**config.mk**
```make
export PLATFORM = sky130hd
export DESIGN_NAME = trpc_div
export DESIGN_NICKNAME = d
export VERILOG_FILES = /design/src/rtl/trpc_div.sv
export SDC_FILE = /design/constraint.sdc
export NUM_CORES = 2
export LEC_CHECK = 0
export BUFFER_PORTS_ARGS = -buffer_cell sky130_fd_sc_hd__buf_2
export CAP_MARGIN = 20
export CELL_PAD_IN_SITES_DETAIL_PLACEMENT = 0
export CELL_PAD_IN_SITES_GLOBAL_PLACEMENT = 1
export CORE_MARGIN = 2
export CORE_UTILIZATION = 53
export CTS_CLUSTER_DIAMETER = 100
export CTS_CLUSTER_SIZE = 10
export DETAILED_ROUTE_END_ITERATION = 16
export PLACE_DENSITY_LB_ADDON = 0.1
export SLEW_MARGIN = 20
export SYNTH_ARGS = -nofsm -noshare
export SYNTH_HDL_FRONTEND = slang
export SYNTH_SLANG_ARGS = --single-unit
```
**constraint.sdc**
```tcl
create_clock -name clk -period 3.9 [get_ports clk]
set_input_delay 0.78 -clock clk [delete_from_list [all_inputs] [get_ports clk]]
set_output_delay 0.78 -clock clk [all_outputs]
set_load 0.005 [all_outputs]
```
**src/rtl/trpc_div.sv**
```systemverilog
// ----------------------------------------------------------------------------
// trpc_div: pipelined restoring divider
// One quotient bit per stage, with a side word and a valid bit per stage.
// ----------------------------------------------------------------------------
module trpc_div #(
    parameter int N_W = 28,
    parameter int D_W = 20,
    parameter int S_W = 1
) (
    input  logic           clk,
    input  logic           rst_n,
    input  logic           adv,
    input  logic           in_vld,
    input  logic [N_W-1:0] num,
    input  logic [D_W-1:0] den,
    input  logic [S_W-1:0] side_in,
    output logic           out_vld,
    output logic [N_W-1:0] quo,
    output logic [S_W-1:0] side_out
);

    logic [N_W-1:0] num_reg  [N_W+1];
    logic [D_W-1:0] rem_reg  [N_W+1];
    logic [D_W-1:0] den_reg  [N_W+1];
    logic [S_W-1:0] side_reg [N_W+1];
    logic           vld_reg  [N_W+1];

    always_comb
    begin
        num_reg[0]  = num;
        rem_reg[0]  = '0;
        den_reg[0]  = den;
        side_reg[0] = side_in;
        vld_reg[0]  = in_vld;
    end

    for (genvar s = 0; s < N_W; s++) begin : g_stage
        logic [D_W:0] shifted;
        logic         ge;
        logic [D_W:0] diff;
        logic [D_W-1:0] rem_next;
        logic [N_W-1:0] num_next;

        always_comb
        begin
            shifted  = {rem_reg[s], num_reg[s][N_W-1]};
            ge       = shifted >= {1'b0, den_reg[s]};
            diff     = shifted - {1'b0, den_reg[s]};
            // When the trial fails the shifted remainder is below the divisor.
            rem_next = ge ? diff[D_W-1:0] : shifted[D_W-1:0];
            num_next = {num_reg[s][N_W-2:0], ge};
        end

        always_ff @(posedge clk or negedge rst_n)
        begin
            if (!rst_n) begin
                vld_reg[s+1] <= 1'b0;
            end else if (adv) begin
                vld_reg[s+1] <= vld_reg[s];
            end
        end

        always_ff @(posedge clk)
        begin
            if (adv) begin
                num_reg[s+1]  <= num_next;
                rem_reg[s+1]  <= rem_next;
                den_reg[s+1]  <= den_reg[s];
                side_reg[s+1] <= side_reg[s];
            end
        end
    end

    assign out_vld  = vld_reg[N_W];
    assign quo      = num_reg[N_W];
    assign side_out = side_reg[N_W];

endmodule

```
==> results.toml <==
[clock_network]
ctsHtreeMaxLevel = 4
clk_pin_slew_ns = 0.06
worstSkewPairLatency_ns = 0.84
cts_sinks = 1920
cts_setup_buffers = 0
cts_max_path_buffers = 3
cts-root-buf = "clkbuf_16"
cts_tree = "built"
numCtsBuffers = 209

[timing]
finalHoldViolCount = 0
fmax_mhz = 269
setup_viol = 0
maxSlewViolCount = 0
fin_crit_sh = 0.955
finalSetupTns_ns = 0
layout_min_cycle_time_ns = 3.72
finalClockSkew_ns = 0.0331
whs_ns = 0.114
rsz0062_at_grt = "false"
worst-slew-pin-transition_ns = 0.878
max_slew_margin = 0.400

[setup_path]
worstSetupPathDepth = 11
start_kind = "flip-flop"
endpoint_kind = "flip-flop"
cp_top_family = "compound AO/OA/AOI/OAI gates"
cpMaxStageDelayCell = "o41ai_1"
cp.required_ns = 4.44
cpPeakStageDelay_ns = 0.73
criticalPathCategory = "reg2reg"
r2r_cells = 11
crit_arrival_ns = 4.26
crit_buf_inv = 2
path_max_fanout = 35
worstPathCellList = "inv_1, ha_1, nor2b_1, o31ai_1, a211oi_1, o41ai_1, a21oi_1, and2_1, a21boi_2, buf_12, o21ai_0"

[route]
routedWlPerCell_um = 18.8
vias = 52284
dr.pass1.iters = 6
via_per_inst = 5.55
ant_nets = 0
drc = 0
drt-total-wl_mm = 178
first_iter_violations = 4090

[synthesis]
ys_seq_elements = 1920
synth.avg_cell_area_sq_um = 13.1
synthArstFlopShare = 0.0146
synth_area_sq_um = 90200
ys_seq_area_frac = 0.638
synth_cell_types = 88
postSynthCellCount = 6862
synth_nets = 7483
synth_edf_count = 1892
ys.flop_type = "edfxtp_1"
ys_warn_count = 0

[cells_and_area]
largest_register_ffs = 729
syn2layout_area_growth_pct = 10.9
drive_above_1_share = 0.0933
nFillCells = 13455
final_nets = 7798

[die]
std_cell_rows = 151
pin_count = 83
coreArea_sq_um = 169000
die_x_um = 416
die_h_um = 416
die_area_sq_um = 173000
start_util = 0.533

[grt]
grt_max_degree = 91
grt_pass1_wl_mm = 281
grt_pass1_vias = 51180
gr-total-overflow = 0
antenna_found_initial = 3
grtUsageTotal = 0.205

[run]
maxCapViolCount = 0

[worst_hold_path]
hold_path.class = "in2reg"
hold_depth = 1

[power]
leakage_nw = 39.3
cellPowerDensity_nw_per_um2 = 777
peakVddDrop_uv = 441

[run_status]
status = "finished clean"

[place]
place.gp.congestion = 0.868
post-dp-hpwl_mm = 128
io_buffer_count = 82
layer usage:
metal / wire length, um / GRT usage / up-vias
met4: 4330 / 0.0589 / 0
met2: 79700 / 0.316 / 1084
met1: 85100 / 0.300 / 24887
met5: 0 / 0 / -
li1: - / - / 26046
met3: 8450 / 0.0348 / 267
final timing paths:
check / endpoint / from / slack (ns)
worst min-delay path: g_stage[1].num_next[21] / num[19] / 0.11
min in group asynchronous: vld_reg[4] / rst_n / 0.50
worst max register to register: g_stage[4].shifted[19] / den_reg[501] / 0.18
max in group asynchronous: vld_reg[12] / rst_n / 3.01
worst max-delay path: g_stage[4].shifted[19] / den_reg[501] / 0.18
worst min register to register: g_stage[15].num_next[23] / g_stage[14].num_next[22] / 0.40
synth_stat cells, types with 90 or more instances:
master	n	area share
mux2_2	175	0.022
o21ai_0	360	0.020
ha_1	542	0.075
nor2b_1	90	0.0062
nand2_1	388	0.016
xnor2_1	216	0.021
nor2_1	426	0.018
edfxtp_1	1892	0.63
a21o_1	194	0.016
nand3_1	113	0.0063
xor2_1	178	0.017
a21oi_1	499	0.028
inv_1	672	0.028
final cells by class:
| cell class | count | area (sq um) | share of cell area |
|---|---|---|---|
| Antenna cell | 2 | 5.00 | 0.0000500 |
| Tap cell | 2218 | 2780 | 0.0277 |
| Timing Repair Buffer | 213 | 1860 | 0.0186 |
| Clock buffer | 224 | 5290 | 0.0528 |
| Sequential cell | 1920 | 57500 | 0.575 |
| Clock inverter | 15 | 323 | 0.00323 |
| Multi-Input combinational cell | 4161 | 29800 | 0.297 |
| Inverter | 672 | 2520 | 0.0252 |
cells by family after synthesis:
family | Yosys count | share of synthesized area
flip-flops | 1920 | 0.638
AO/OA/AOI/OAI | 1609 | 0.113
AND/OR/NAND/NOR | 1401 | 0.0729
XOR/XNOR | 394 | 0.0383
buffers and inverters | 781 | 0.0332
multiplexers | 189 | 0.0235
adder cells (fa/ha/maj) | 568 | 0.0810
cells in the final DEF, fill, tap and decap left out, types with 90 or more instances in the layout:
cell / instances
edfxtp_1: 1892
inv_1: 672
ha_1: 542
a21oi_1: 498
nor2_1: 426
nand2_1: 388
o21ai_0: 360
xnor2_1: 216
clkbuf_16: 209
a21o_1: 194
xor2_1: 178
mux2_2: 175
nand3_1: 113
buf_4: 94
nor2b_1: 90
timing repair:
item | in CTS | in global routing
resized for setup | 0 | 1
hold buffers | 1 | 0
endpoints found under the setup margin | 0 | 1
hold endpoints to repair | 28 | 0
power by group:
| group | internal, mW | switching [mW] | leakage, nW |
|---|---|---|---|
| registers | 28.8 | 2.46 | 18.8 |
| clock network | 9.52 | 7.49 | 2.73 |
| logic | 13.1 | 16.4 | 17.7 |
through the flow:
stage	cells	total power [mW]	util	cell area (sq um)	setup slack, ns
2_1_floorplan	6862	52.8	-	90200	0.773
3_3_place_gp	9183	60.5	0.558	94400	0.373
3_5_place_dp	9183	60.7	0.558	94400	0.292
4_1_cts	9423	78.2	0.591	100000	0.283
5_1_grt	9423	83.1	0.591	100000	0.00494
6_report	9425	77.7	0.591	100000	0.176
Power figures use the tool's default switching activity.
